**config.mk**
```make
export PLATFORM = sky130hd
export DESIGN_NAME = line_rasterizer_unit
export DESIGN_NICKNAME = d
export VERILOG_FILES = /design/src/rtl/core/lrast_pkg.sv /design/src/rtl/core/lrast_front.sv /design/src/rtl/core/lrast_queue.sv /design/src/rtl/core/lrast_back.sv /design/src/rtl/core/line_rasterizer_unit.sv
export VERILOG_INCLUDE_DIRS = /design/src /design/src/rtl/core
export SDC_FILE = /design/constraint.sdc
export NUM_CORES = 1
export LEC_CHECK = 0
export BUFFER_PORTS_ARGS = -buffer_cell sky130_fd_sc_hd__buf_4
export CAP_MARGIN = 10
export CORE_ASPECT_RATIO = 0.9
export CORE_MARGIN = 2
export CORE_UTILIZATION = 50
export CTS_CLUSTER_DIAMETER = 80
export DETAILED_ROUTE_END_ITERATION = 8
export GPL_ROUTABILITY_DRIVEN = 0
export PLACE_DENSITY = 0.79
export SYNTH_ARGS = -nofsm -noshare
export SYNTH_HDL_FRONTEND = slang
export SYNTH_HIERARCHICAL = 1
export SYNTH_SLANG_ARGS = --single-unit
```
**constraint.sdc**
```tcl
create_clock -name clk -period 5.7 [get_ports clk]
set_clock_uncertainty 0.2 [all_clocks]
set_input_delay 0.855 -clock clk [delete_from_list [all_inputs] [get_ports clk]]
set_output_delay 0.855 -clock clk [all_outputs]
set_load 0.02 [all_outputs]
```
**src/rtl/core/assert_macros.svh**
```systemverilog
// Assertion helpers shared by the rasterizer RTL.
`ifndef ASSERT_MACROS_SVH
`define ASSERT_MACROS_SVH

// Check that a property holds at every rising clock edge outside reset.
`define ASSERT_AT(lbl, clk, rst, prop, msg) \
  lbl: assert property (@(posedge clk) disable iff (rst) (prop)) else $error(msg);

// Check that a condition never holds outside reset.
`define ASSERT_NEVER(lbl, clk, rst, cond, msg) \
  `ASSERT_AT(lbl, clk, rst, !(cond), msg)

`endif

```
**src/rtl/core/lrast_pkg.sv**
```systemverilog
// -----------------------------------------------------------------------------
// lrast_pkg
// Shared types and constants of the line rasterizer.
// -----------------------------------------------------------------------------
`default_nettype none

package lrast_pkg;

  // Default geometry and queue sizing
  localparam int COORD_BITS_DEF  = 12;
  localparam int QUEUE_DEPTH_DEF = 4;

  // Fixed field widths on the stream ports
  localparam int PIX_W      = 12;
  localparam int COLOR_W    = 16;
  localparam int IN_DATA_W  = 64;
  localparam int OUT_DATA_W = 40;

  // Input tdata layout
  localparam int START_X_LSB = 0;
  localparam int START_Y_LSB = 12;
  localparam int END_X_LSB   = 24;
  localparam int END_Y_LSB   = 36;
  localparam int PEN_LSB     = 48;

  // Item kind carried on tuser
  typedef enum logic {
    KIND_START = 1'b0,
    KIND_STEP  = 1'b1
  } kind_t;

  // Per-entry control flags carried through the command queue
  typedef struct packed {
    kind_t kind;
    logic  steep;
    logic  minor_down;
  } cmd_ctrl_t;

  localparam int CTRL_W = $bits(cmd_ctrl_t);

endpackage

`default_nettype wire

```
**src/rtl/core/lrast_front.sv**
```systemverilog
// -----------------------------------------------------------------------------
// lrast_front
// Accepts input beats, classifies start and step items, and does line setup.
// -----------------------------------------------------------------------------
`default_nettype none

module lrast_front #(
  parameter int COORD_BITS = lrast_pkg::COORD_BITS_DEF
) (
  input  wire logic                           s_axis_tvalid,
  output logic                                s_axis_tready,
  // start_x[11:0], start_y[23:12], end_x[35:24], end_y[47:36], pen_color[63:48]
  input  wire logic [lrast_pkg::IN_DATA_W-1:0] s_axis_tdata,
  // kind
  input  wire logic                           s_axis_tuser,
  input  wire logic                           q_full,
  output logic                                q_push,
  output lrast_pkg::cmd_ctrl_t                q_ctrl,
  // maj0, min0, maj1, delta_major, delta_minor from the lowest field up
  output logic [5*COORD_BITS-1:0]             q_geom,
  output logic [lrast_pkg::COLOR_W-1:0]       q_color
);

  import lrast_pkg::*;

  logic [COORD_BITS-1:0] ax, ay, bx, by;
  logic                  gx, gy, steep, g_maj, g_min, down;
  logic [COORD_BITS-1:0] sx, sy;
  logic [COORD_BITS-1:0] maj_a, maj_b, min_a, min_b, d_maj, d_min;
  logic [COORD_BITS-1:0] maj0, maj1, min0;

  // Narrow the endpoints to the coordinate width
  assign ax = COORD_BITS'(s_axis_tdata[START_X_LSB +: PIX_W]);
  assign ay = COORD_BITS'(s_axis_tdata[START_Y_LSB +: PIX_W]);
  assign bx = COORD_BITS'(s_axis_tdata[END_X_LSB +: PIX_W]);
  assign by = COORD_BITS'(s_axis_tdata[END_Y_LSB +: PIX_W]);

  // Spans along each axis
  always_comb begin
    gx = ax > bx;
    gy = ay > by;
    sx = gx ? (ax - bx) : (bx - ax);
    sy = gy ? (ay - by) : (by - ay);
    steep = sy > sx;
  end

  // Pick major and minor axis, then order along the major axis
  always_comb begin
    maj_a = steep ? ay : ax;
    maj_b = steep ? by : bx;
    min_a = steep ? ax : ay;
    min_b = steep ? bx : by;
    g_maj = steep ? gy : gx;
    g_min = steep ? gx : gy;
    d_maj = steep ? sy : sx;
    d_min = steep ? sx : sy;
    maj0  = g_maj ? maj_b : maj_a;
    maj1  = g_maj ? maj_a : maj_b;
    min0  = g_maj ? min_b : min_a;
    // minor coordinate walks down unless the ordered start lies below the end
    down  = g_maj ? !g_min : (g_min || (d_min == '0));
  end

  // Push every accepted beat into the command queue
  assign s_axis_tready    = !q_full;
  assign q_push           = s_axis_tvalid && !q_full;
  assign q_ctrl.kind      = kind_t'(s_axis_tuser);
  assign q_ctrl.steep     = steep;
  assign q_ctrl.minor_down = down;
  assign q_geom           = {d_min, d_maj, maj1, min0, maj0};
  assign q_color          = s_axis_tdata[PEN_LSB +: COLOR_W];

endmodule

`default_nettype wire

```
**src/rtl/core/lrast_queue.sv**
```systemverilog
// -----------------------------------------------------------------------------
// lrast_queue
// Short command queue between the setup front and the stepping back end.
// -----------------------------------------------------------------------------
`default_nettype none

`include "assert_macros.svh"

module lrast_queue #(
  parameter int WIDTH = 8,
  parameter int DEPTH = lrast_pkg::QUEUE_DEPTH_DEF
) (
  input  wire logic             clk,
  input  wire logic             rst,
  input  wire logic             push,
  input  wire logic [WIDTH-1:0] wdata,
  input  wire logic             pop,
  output logic [WIDTH-1:0]      rdata,
  output logic                  not_empty,
  output logic                  full
);

  import lrast_pkg::*;

  localparam int PTR_W = (DEPTH > 1) ? $clog2(DEPTH) : 1;
  localparam int CNT_W = $clog2(DEPTH + 1);

  logic [WIDTH-1:0] entries [DEPTH];
  logic [PTR_W-1:0] wr_ptr;
  logic [PTR_W-1:0] rd_ptr;
  logic [CNT_W-1:0] count;

  // Store pushed entries
  always_ff @(posedge clk) begin
    if (push) begin
      entries[wr_ptr] <= wdata;
    end
  end

  // Advance pointers and occupancy
  always_ff @(posedge clk) begin
    if (rst) begin
      wr_ptr <= '0;
      rd_ptr <= '0;
      count  <= '0;
    end else begin
      if (push) begin
        wr_ptr <= (wr_ptr == PTR_W'(DEPTH - 1)) ? '0 : wr_ptr + 1'b1;
      end
      if (pop) begin
        rd_ptr <= (rd_ptr == PTR_W'(DEPTH - 1)) ? '0 : rd_ptr + 1'b1;
      end
      case ({push, pop})
        2'b10:   count <= count + 1'b1;
        2'b01:   count <= count - 1'b1;
        default: count <= count;
      endcase
    end
  end

  assign rdata     = entries[rd_ptr];
  assign not_empty = (count != '0);
  assign full      = (count == CNT_W'(DEPTH));

  `ASSERT_AT(a_count_in_range, clk, rst, count <= CNT_W'(DEPTH), "queue overfilled")
  `ASSERT_NEVER(a_pop_empty, clk, rst, pop && (count == '0), "pop from empty queue")

endmodule

`default_nettype wire

```
**src/rtl/core/lrast_back.sv**
```systemverilog
// -----------------------------------------------------------------------------
// lrast_back
// Holds the active line and steps it one pixel per step command.
// -----------------------------------------------------------------------------
`default_nettype none

`include "assert_macros.svh"

module lrast_back #(
  parameter int COORD_BITS = lrast_pkg::COORD_BITS_DEF
) (
  input  wire logic                            clk,
  input  wire logic                            rst,
  input  wire logic                            q_valid,
  input  wire lrast_pkg::cmd_ctrl_t            q_ctrl,
  input  wire logic [5*COORD_BITS-1:0]         q_geom,
  input  wire logic [lrast_pkg::COLOR_W-1:0]   q_color,
  output logic                                 q_pop,
  output logic                                 m_axis_tvalid,
  input  wire logic                            m_axis_tready,
  // pixel_x[11:0], pixel_y[23:12], pixel_color[39:24]
  output logic [lrast_pkg::OUT_DATA_W-1:0]     m_axis_tdata,
  output logic                                 m_axis_tlast
);

  import lrast_pkg::*;

  localparam int CB = COORD_BITS;

  logic [CB-1:0]        major_pos, minor_pos, major_end, delta_major, delta_minor;
  logic signed [CB:0]   error_term;
  logic                 is_steep, minor_down, line_active;
  logic [COLOR_W-1:0]   line_color;

  logic [CB-1:0]        g_maj0, g_min0, g_maj1, g_dmaj, g_dmin;
  logic                 advance, emit, is_last;
  logic signed [CB:0]   err_sub, err_add;
  logic [CB-1:0]        px, py;

  assign {g_dmin, g_dmaj, g_maj1, g_min0, g_maj0} = q_geom;

  // Take a command whenever the output register is free or draining
  assign advance = !m_axis_tvalid || m_axis_tready;
  assign q_pop   = q_valid && advance;
  assign emit    = q_pop && (q_ctrl.kind == KIND_STEP) && line_active;
  assign is_last = (major_pos == major_end);

  // Error update for the next pixel
  assign err_sub = error_term - $signed({1'b0, delta_minor});
  assign err_add = err_sub + $signed({1'b0, delta_major});

  // Swap back to x and y
  assign px = is_steep ? minor_pos : major_pos;
  assign py = is_steep ? major_pos : minor_pos;

  // Control state
  always_ff @(posedge clk) begin
    if (rst) begin
      line_active   <= 1'b0;
      m_axis_tvalid <= 1'b0;
    end else begin
      if (advance) begin
        m_axis_tvalid <= emit;
      end
      if (q_pop && (q_ctrl.kind == KIND_START)) begin
        line_active <= 1'b1;
      end else if (emit && is_last) begin
        line_active <= 1'b0;
      end
    end
  end

  // Line state: load on start, walk on step
  always_ff @(posedge clk) begin
    if (q_pop && (q_ctrl.kind == KIND_START)) begin
      major_pos   <= g_maj0;
      minor_pos   <= g_min0;
      major_end   <= g_maj1;
      delta_major <= g_dmaj;
      delta_minor <= g_dmin;
      error_term  <= $signed({2'b00, g_dmaj[CB-1:1]});
      is_steep    <= q_ctrl.steep;
      minor_down  <= q_ctrl.minor_down;
      line_color  <= q_color;
    end else if (emit && !is_last) begin
      major_pos <= major_pos + 1'b1;
      if (err_sub < 0) begin
        minor_pos  <= minor_down ? (minor_pos - 1'b1) : (minor_pos + 1'b1);
        error_term <= err_add;
      end else begin
        error_term <= err_sub;
      end
    end
  end

  // Output register
  always_ff @(posedge clk) begin
    if (emit) begin
      m_axis_tdata <= {line_color, PIX_W'(py), PIX_W'(px)};
      m_axis_tlast <= is_last;
    end
  end

  `ASSERT_AT(a_err_nonneg, clk, rst, line_active |-> !error_term[CB],
             "error term negative on an active line")
  `ASSERT_AT(a_beat_from_line, clk, rst, $rose(m_axis_tvalid) |-> $past(line_active),
             "pixel beat without an active line")

endmodule

`default_nettype wire

```
**src/rtl/core/line_rasterizer_unit.sv**
```systemverilog
// -----------------------------------------------------------------------------
// line_rasterizer_unit
// Bresenham line stepper: start beats load a line, step beats emit pixels.
// -----------------------------------------------------------------------------
// Usage:
//   Input stream s_axis_*: tuser selects the beat kind (start or step). A start
//   beat carries both endpoints and the pen color and emits nothing; a line in
//   progress is dropped. A step beat emits the next pixel of the active line,
//   or nothing when no line is active.
//   Output stream m_axis_*: one beat per pixel, tlast set on the final pixel.
//   Throughput: one input beat per clock, one pixel per clock sustained while m_axis_tready stays high.
//   A step beat is written into the queue when it is accepted and shows its
//   pixel on m_axis from the stepper output register.
//   The setup front and the stepper are parted by a command queue of
//   QUEUE_DEPTH entries; when m_axis_tready is low the stepper holds its
//   pixel, the queue fills, and s_axis_tready drops once it is full.
//   Reset (rst, synchronous) empties the queue, clears the output valid and
//   leaves no active line.
// -----------------------------------------------------------------------------
`default_nettype none

module line_rasterizer_unit #(
  parameter int COORD_BITS  = lrast_pkg::COORD_BITS_DEF,
  parameter int QUEUE_DEPTH = lrast_pkg::QUEUE_DEPTH_DEF
) (
  input  wire logic                            clk,
  input  wire logic                            rst,
  input  wire logic                            s_axis_tvalid,
  output logic                                 s_axis_tready,
  // start_x[11:0], start_y[23:12], end_x[35:24], end_y[47:36], pen_color[63:48]
  input  wire logic [lrast_pkg::IN_DATA_W-1:0]  s_axis_tdata,
  // kind
  input  wire logic                            s_axis_tuser,
  output logic                                 m_axis_tvalid,
  input  wire logic                            m_axis_tready,
  // pixel_x[11:0], pixel_y[23:12], pixel_color[39:24]
  output logic [lrast_pkg::OUT_DATA_W-1:0]     m_axis_tdata,
  output logic                                 m_axis_tlast
);

  import lrast_pkg::*;

  localparam int GEOM_W  = 5 * COORD_BITS;
  localparam int ENTRY_W = CTRL_W + COLOR_W + GEOM_W;

  logic                q_full, q_push, q_pop, q_not_empty;
  cmd_ctrl_t           wr_ctrl, rd_ctrl;
  logic [GEOM_W-1:0]   wr_geom, rd_geom;
  logic [COLOR_W-1:0]  wr_color, rd_color;
  logic [ENTRY_W-1:0]  wr_entry, rd_entry;

  lrast_front #(
    .COORD_BITS(COORD_BITS)
  ) u_front (
    .s_axis_tvalid(s_axis_tvalid),
    .s_axis_tready(s_axis_tready),
    .s_axis_tdata (s_axis_tdata),
    .s_axis_tuser (s_axis_tuser),
    .q_full       (q_full),
    .q_push       (q_push),
    .q_ctrl       (wr_ctrl),
    .q_geom       (wr_geom),
    .q_color      (wr_color)
  );

  assign wr_entry = {wr_ctrl, wr_color, wr_geom};

  lrast_queue #(
    .WIDTH(ENTRY_W),
    .DEPTH(QUEUE_DEPTH)
  ) u_queue (
    .clk      (clk),
    .rst      (rst),
    .push     (q_push),
    .wdata    (wr_entry),
    .pop      (q_pop),
    .rdata    (rd_entry),
    .not_empty(q_not_empty),
    .full     (q_full)
  );

  assign {rd_ctrl, rd_color, rd_geom} = rd_entry;

  lrast_back #(
    .COORD_BITS(COORD_BITS)
  ) u_back (
    .clk          (clk),
    .rst          (rst),
    .q_valid      (q_not_empty),
    .q_ctrl       (rd_ctrl),
    .q_geom       (rd_geom),
    .q_color      (rd_color),
    .q_pop        (q_pop),
    .m_axis_tvalid(m_axis_tvalid),
    .m_axis_tready(m_axis_tready),
    .m_axis_tdata (m_axis_tdata),
    .m_axis_tlast (m_axis_tlast)
  );

endmodule

`default_nettype wire

```
==> metrics.txt <==
# TYPE chip_impl_metric gauge
chip_impl_metric{name="clkLatencyLatePin",unit="ns"} 0.58
chip_impl_metric{name="timing.critical_path.arrival",unit="ns"} 5.71
chip_impl_metric{name="nets",unit=""} 2075
chip_impl_metric{name="nFillCells",unit=""} 3232
chip_impl_info{name="post_synth_most_frequent_cells",value="edfxtp_1 (446), a21oi_1 (109), nor2_1 (106), ha_1 (100), nand2_1 (98)"} 1
chip_impl_metric{name="leakage",unit="nW"} 10.3
chip_impl_info{name="netlist_top_cells_area",value="edfxtp_1 (59%), mux4_2 (7.9%), ha_1 (5.5%), mux2i_1 (2.7%), a21oi_1 (2.4%)"} 1
chip_impl_metric{name="global_route.overflow_total",unit=""} 0
chip_impl_metric{name="routed_antenna_nets",unit=""} 0
chip_impl_metric{name="setup_viol",unit=""} 0
chip_impl_metric{name="synth-seq-area-share",unit="%"} 60.5
chip_impl_metric{name="synth_cell_type_count",unit=""} 82
chip_impl_metric{name="via_per_inst",unit=""} 5.87
chip_impl_metric{name="timing.final.crit_share",unit="%"} 97.6
chip_impl_metric{name="number_of_antenna_violations_at_the_first_check_in_global_routing",unit=""} 0
chip_impl_info{name="critical_path.startpoint_type",value="input pin"} 1
chip_impl_metric{name="timing.critical_path.required",unit="ns"} 5.85
chip_impl_info{name="synth_most_common_cell",value="edfxtp_1"} 1
chip_impl_metric{name="floorplan.die.width",unit="um"} 228
chip_impl_metric{name="dieHeight",unit="um"} 206
chip_impl_metric{name="track_usage",unit="%"} 23.1
chip_impl_metric{name="postSynthAreaPerCell",unit="sq um"} 14.2
chip_impl_metric{name="ctsHtreeMaxLevel",unit=""} 2
chip_impl_info{name="status",value="complete, no violations"} 1
chip_impl_metric{name="highest_clock_rate",unit="GHz"} 0.180
chip_impl_metric{name="report.final.hold_viol_count",unit=""} 0
chip_impl_metric{name="synthesis.instances",unit=""} 1589
chip_impl_metric{name="cts_hold_buffers",unit=""} 0
chip_impl_metric{name="avgRoutedWirePerCell",unit="um"} 21.8
chip_impl_metric{name="wl",unit="um"} 55400
chip_impl_metric{name="drc",unit=""} 0
chip_impl_metric{name="worst_slew_pin_slew",unit="ns"} 1.15
chip_impl_metric{name="postSynth.asyncResetShare",unit="%"} 0
chip_impl_metric{name="multiInputGateArea",unit="sq um"} 8260
chip_impl_metric{name="starting_density",unit="%"} 50.8
chip_impl_metric{name="cts_buffers",unit=""} 45
chip_impl_metric{name="synth_nets",unit=""} 1766
chip_impl_metric{name="ratio_of_cells_with_drive_above_1_in_the_final_layout",unit="%"} 29.5
chip_impl_metric{name="timing.final.ws_setup",unit="ns"} 0.135
chip_impl_metric{name="drtPass1Iterations",unit=""} 7
chip_impl_metric{name="detailroute.via_count",unit=""} 14900
chip_impl_metric{name="synthToLayoutAreaGrowth",unit="%"} 20.8
chip_impl_metric{name="drt_iter0_drc",unit=""} 1460
chip_impl_metric{name="num_rows",unit=""} 73
chip_impl_info{name="tritoncts",value="yes"} 1
chip_impl_metric{name="place.detailed.hpwl",unit="um"} 37200
chip_impl_metric{name="cp_max_fo",unit=""} 16
chip_impl_metric{name="worst_hold_slack",unit="ns"} 0.218
chip_impl_info{name="rsz_0062_raised_after_global_routing",value="yes"} 1
chip_impl_metric{name="power_density",unit="nW/um^2"} 599
chip_impl_metric{name="postSynthRegisterBits",unit=""} 459
chip_impl_metric{name="clock_sinks",unit=""} 459
chip_impl_metric{name="period_minus_slack",unit="ns"} 5.57
chip_impl_metric{name="grt_pass1_vias",unit=""} 14800
chip_impl_metric{name="finish.cell_count_without_fillers",unit=""} 2534
chip_impl_metric{name="floorplan.die_area",unit="sq um"} 46800
chip_impl_metric{name="max-slew-margin-rel",unit="%"} 22.9
chip_impl_metric{name="io-pin-count",unit=""} 112
chip_impl_metric{name="coreArea",unit="sq um"} 44400
chip_impl_info{name="synth_area_leader_cell",value="edfxtp_1"} 1
chip_impl_metric{name="clkTransAtPathRegs",unit="ns"} 0.07
chip_impl_metric{name="port-buffer-count",unit=""} 111
chip_impl_metric{name="antenna_cells_inserted",unit=""} 0
chip_impl_metric{name="layout.area.seq",unit="sq um"} 13700
chip_impl_metric{name="maxSlewViolCount",unit=""} 0
chip_impl_metric{name="clockBufferDepth",unit=""} 3
chip_impl_metric{name="yosysTopAreaCellShare",unit="%"} 59.4
chip_impl_metric{name="first_pass_grt_wire_length",unit="um"} 83600
chip_impl_info{name="hold_path_class",value="flop to flop"} 1
chip_impl_metric{name="place_inst",unit=""} 2440
chip_impl_metric{name="edff_count_synth",unit=""} 446
chip_impl_metric{name="final.setup.tns",unit="ns"} 0
chip_impl_metric{name="cell_area_after_synthesis",unit="sq um"} 22600
chip_impl_info{name="cp-end-kind",value="flop"} 1
chip_impl_info{name="cts_root_buf",value="clkbuf_16"} 1
chip_impl_metric{name="preCtsSetupSlack",unit="ns"} -0.617
chip_impl_info{name="synth_ff_type",value="edfxtp_1"} 1
chip_impl_metric{name="drv_cap",unit=""} 0
chip_impl_metric{name="worst_ir_drop_vdd",unit="uV"} 307
chip_impl_metric{name="grt_max_degree",unit=""} 64
chip_impl_metric{name="ys.warnings.count",unit=""} 6
chip_impl_info{name="timing_worst_setup_path_type",value="input pin to flop"} 1
## metrics by stage
step	util [%]	power, mW	area [sq um]
finish	61.4	16.3	27200
global route	61.4	17.1	27200
CTS	60.7	16.0	26900
detailed placement	57.4	12.9	25500
global placement	57.4	12.5	25500
floorplan	-	10.8	22600
## state kept, by name (all words and copies together) (netlist names), named ones only
signal / count
u_queue/count: 3
u_back/minor_down: 1
u_back/major_pos: 12
u_back/line_active: 1
u_back/delta_major: 12
u_back/m_axis_tdata: 40
u_queue/rd_ptr: 2
u_back/is_steep: 1
u_back/delta_minor: 12
u_back/m_axis_tlast: 1
u_queue/wr_ptr: 2
u_back/line_color: 16
u_queue/entries: 316
u_back/m_axis_tvalid: 1
u_back/error_term: 13
u_back/major_end: 12
u_back/minor_pos: 12
## worst max-delay path, stage by stage
cell and delay [ns]:
buf_4 0.11, inv_1 0.06, ha_2 0.17, inv_1 0.05, fa_2 0.35, a21o_1 0.21, a221o_1 0.34, a211oi_4 0.27
nor2_4 0.11, buf_4 0.20, mux2i_1 0.20, xnor2_1 0.15, buf_4 0.15, inv_1 0.04, ha_1 0.30, buf_4 0.14
a21oi_1 0.16, a21oi_1 0.12, a2111oi_2 0.32, buf_4 0.18, nor2_4 0.05, mux2i_4 0.23, buf_12 0.15, clkbuf_16 0.17
nor2_1 0.09, a21oi_1 0.05, buf_4 0.15, mux2i_2 0.33
## where the power goes
part	total [mW]	leakage, nW	switching (mW)	internal [mW]
logic	7.65	5.41	4.36	3.29
registers	5.73	4.21	0.461	5.27
clock network	2.94	0.705	1.25	1.70
## layout make-up
class | instances | area share, %
Inverter | 100 | 1.38
Tap cell | 600 | 2.76
Clock inverter | 26 | 1.04
Sequential cell | 459 | 50.1
Timing Repair Buffer | 349 | 10.1
Clock buffer | 57 | 4.30
Multi-Input combinational cell | 943 | 30.3
## worst paths after layout
check,start,end,slack [ns],depth (start not counted)
setup reg to reg,u_back/delta_minor[0],u_back/error_term[10],1.91,13
hold reg to reg,u_back/line_color[1],u_back/m_axis_tdata[25],0.22,0
setup / recovery,s_axis_tdata[12],u_queue/entries[1][5],0.13,28
hold / removal,u_back/line_color[1],u_back/m_axis_tdata[25],0.22,0
## what timing repair did
item	in CTS	in global routing
gates cloned	0	2
pin swaps	0	10
setup buffers	0	9
gates resized for setup	1	42
setup endpoints to repair	4	167
## cell usage in the layout (no fill, tap or decap), types with 9 or more instances in the layout
master	count
and3_1	11
clkbuf_1	12
dfxtp_1	11
o21ai_1	21
mux2i_1	47
nand2_1	98
xor2_1	36
xnor2_1	24
mux2i_2	14
clkinv_1	9
buf_4	338
nand2b_1	10
a211oi_1	19
o21a_1	12
mux2_1	14
clkbuf_16	47
a21o_1	20
a21oi_2	13
inv_1	96
edfxtp_1	446
nor3_1	10
nor2_1	105
mux4_2	79
mux2_2	11
a31oi_1	17
a21oi_1	96
ha_1	98
nand3_1	23
o21ai_0	29
## logic make-up (layout without fill, tap and decap cells)
family,after synthesis,count (layout),synth area share [%]
buffers and inverters,187,532,3.90
flip-flops,459,459,60.5
XOR/XNOR,62,62,2.44
multiplexers,166,166,11.9
adder cells (fa/ha/maj),108,108,6.26
AND/OR/NAND/NOR,313,313,6.53
AO/OA/AOI/OAI,294,294,8.44
## metal layers
layer / global-route usage, % / routed length, um / up-vias
met5: 0 / 0 / -
li1: - / - / 6654
met2: 38.4 / 26500 / 741
met4: 7.28 / 1530 / 0
met1: 31.6 / 22600 / 7380
met3: 3.49 / 4650 / 100
Power figures use the tool's default switching activity.
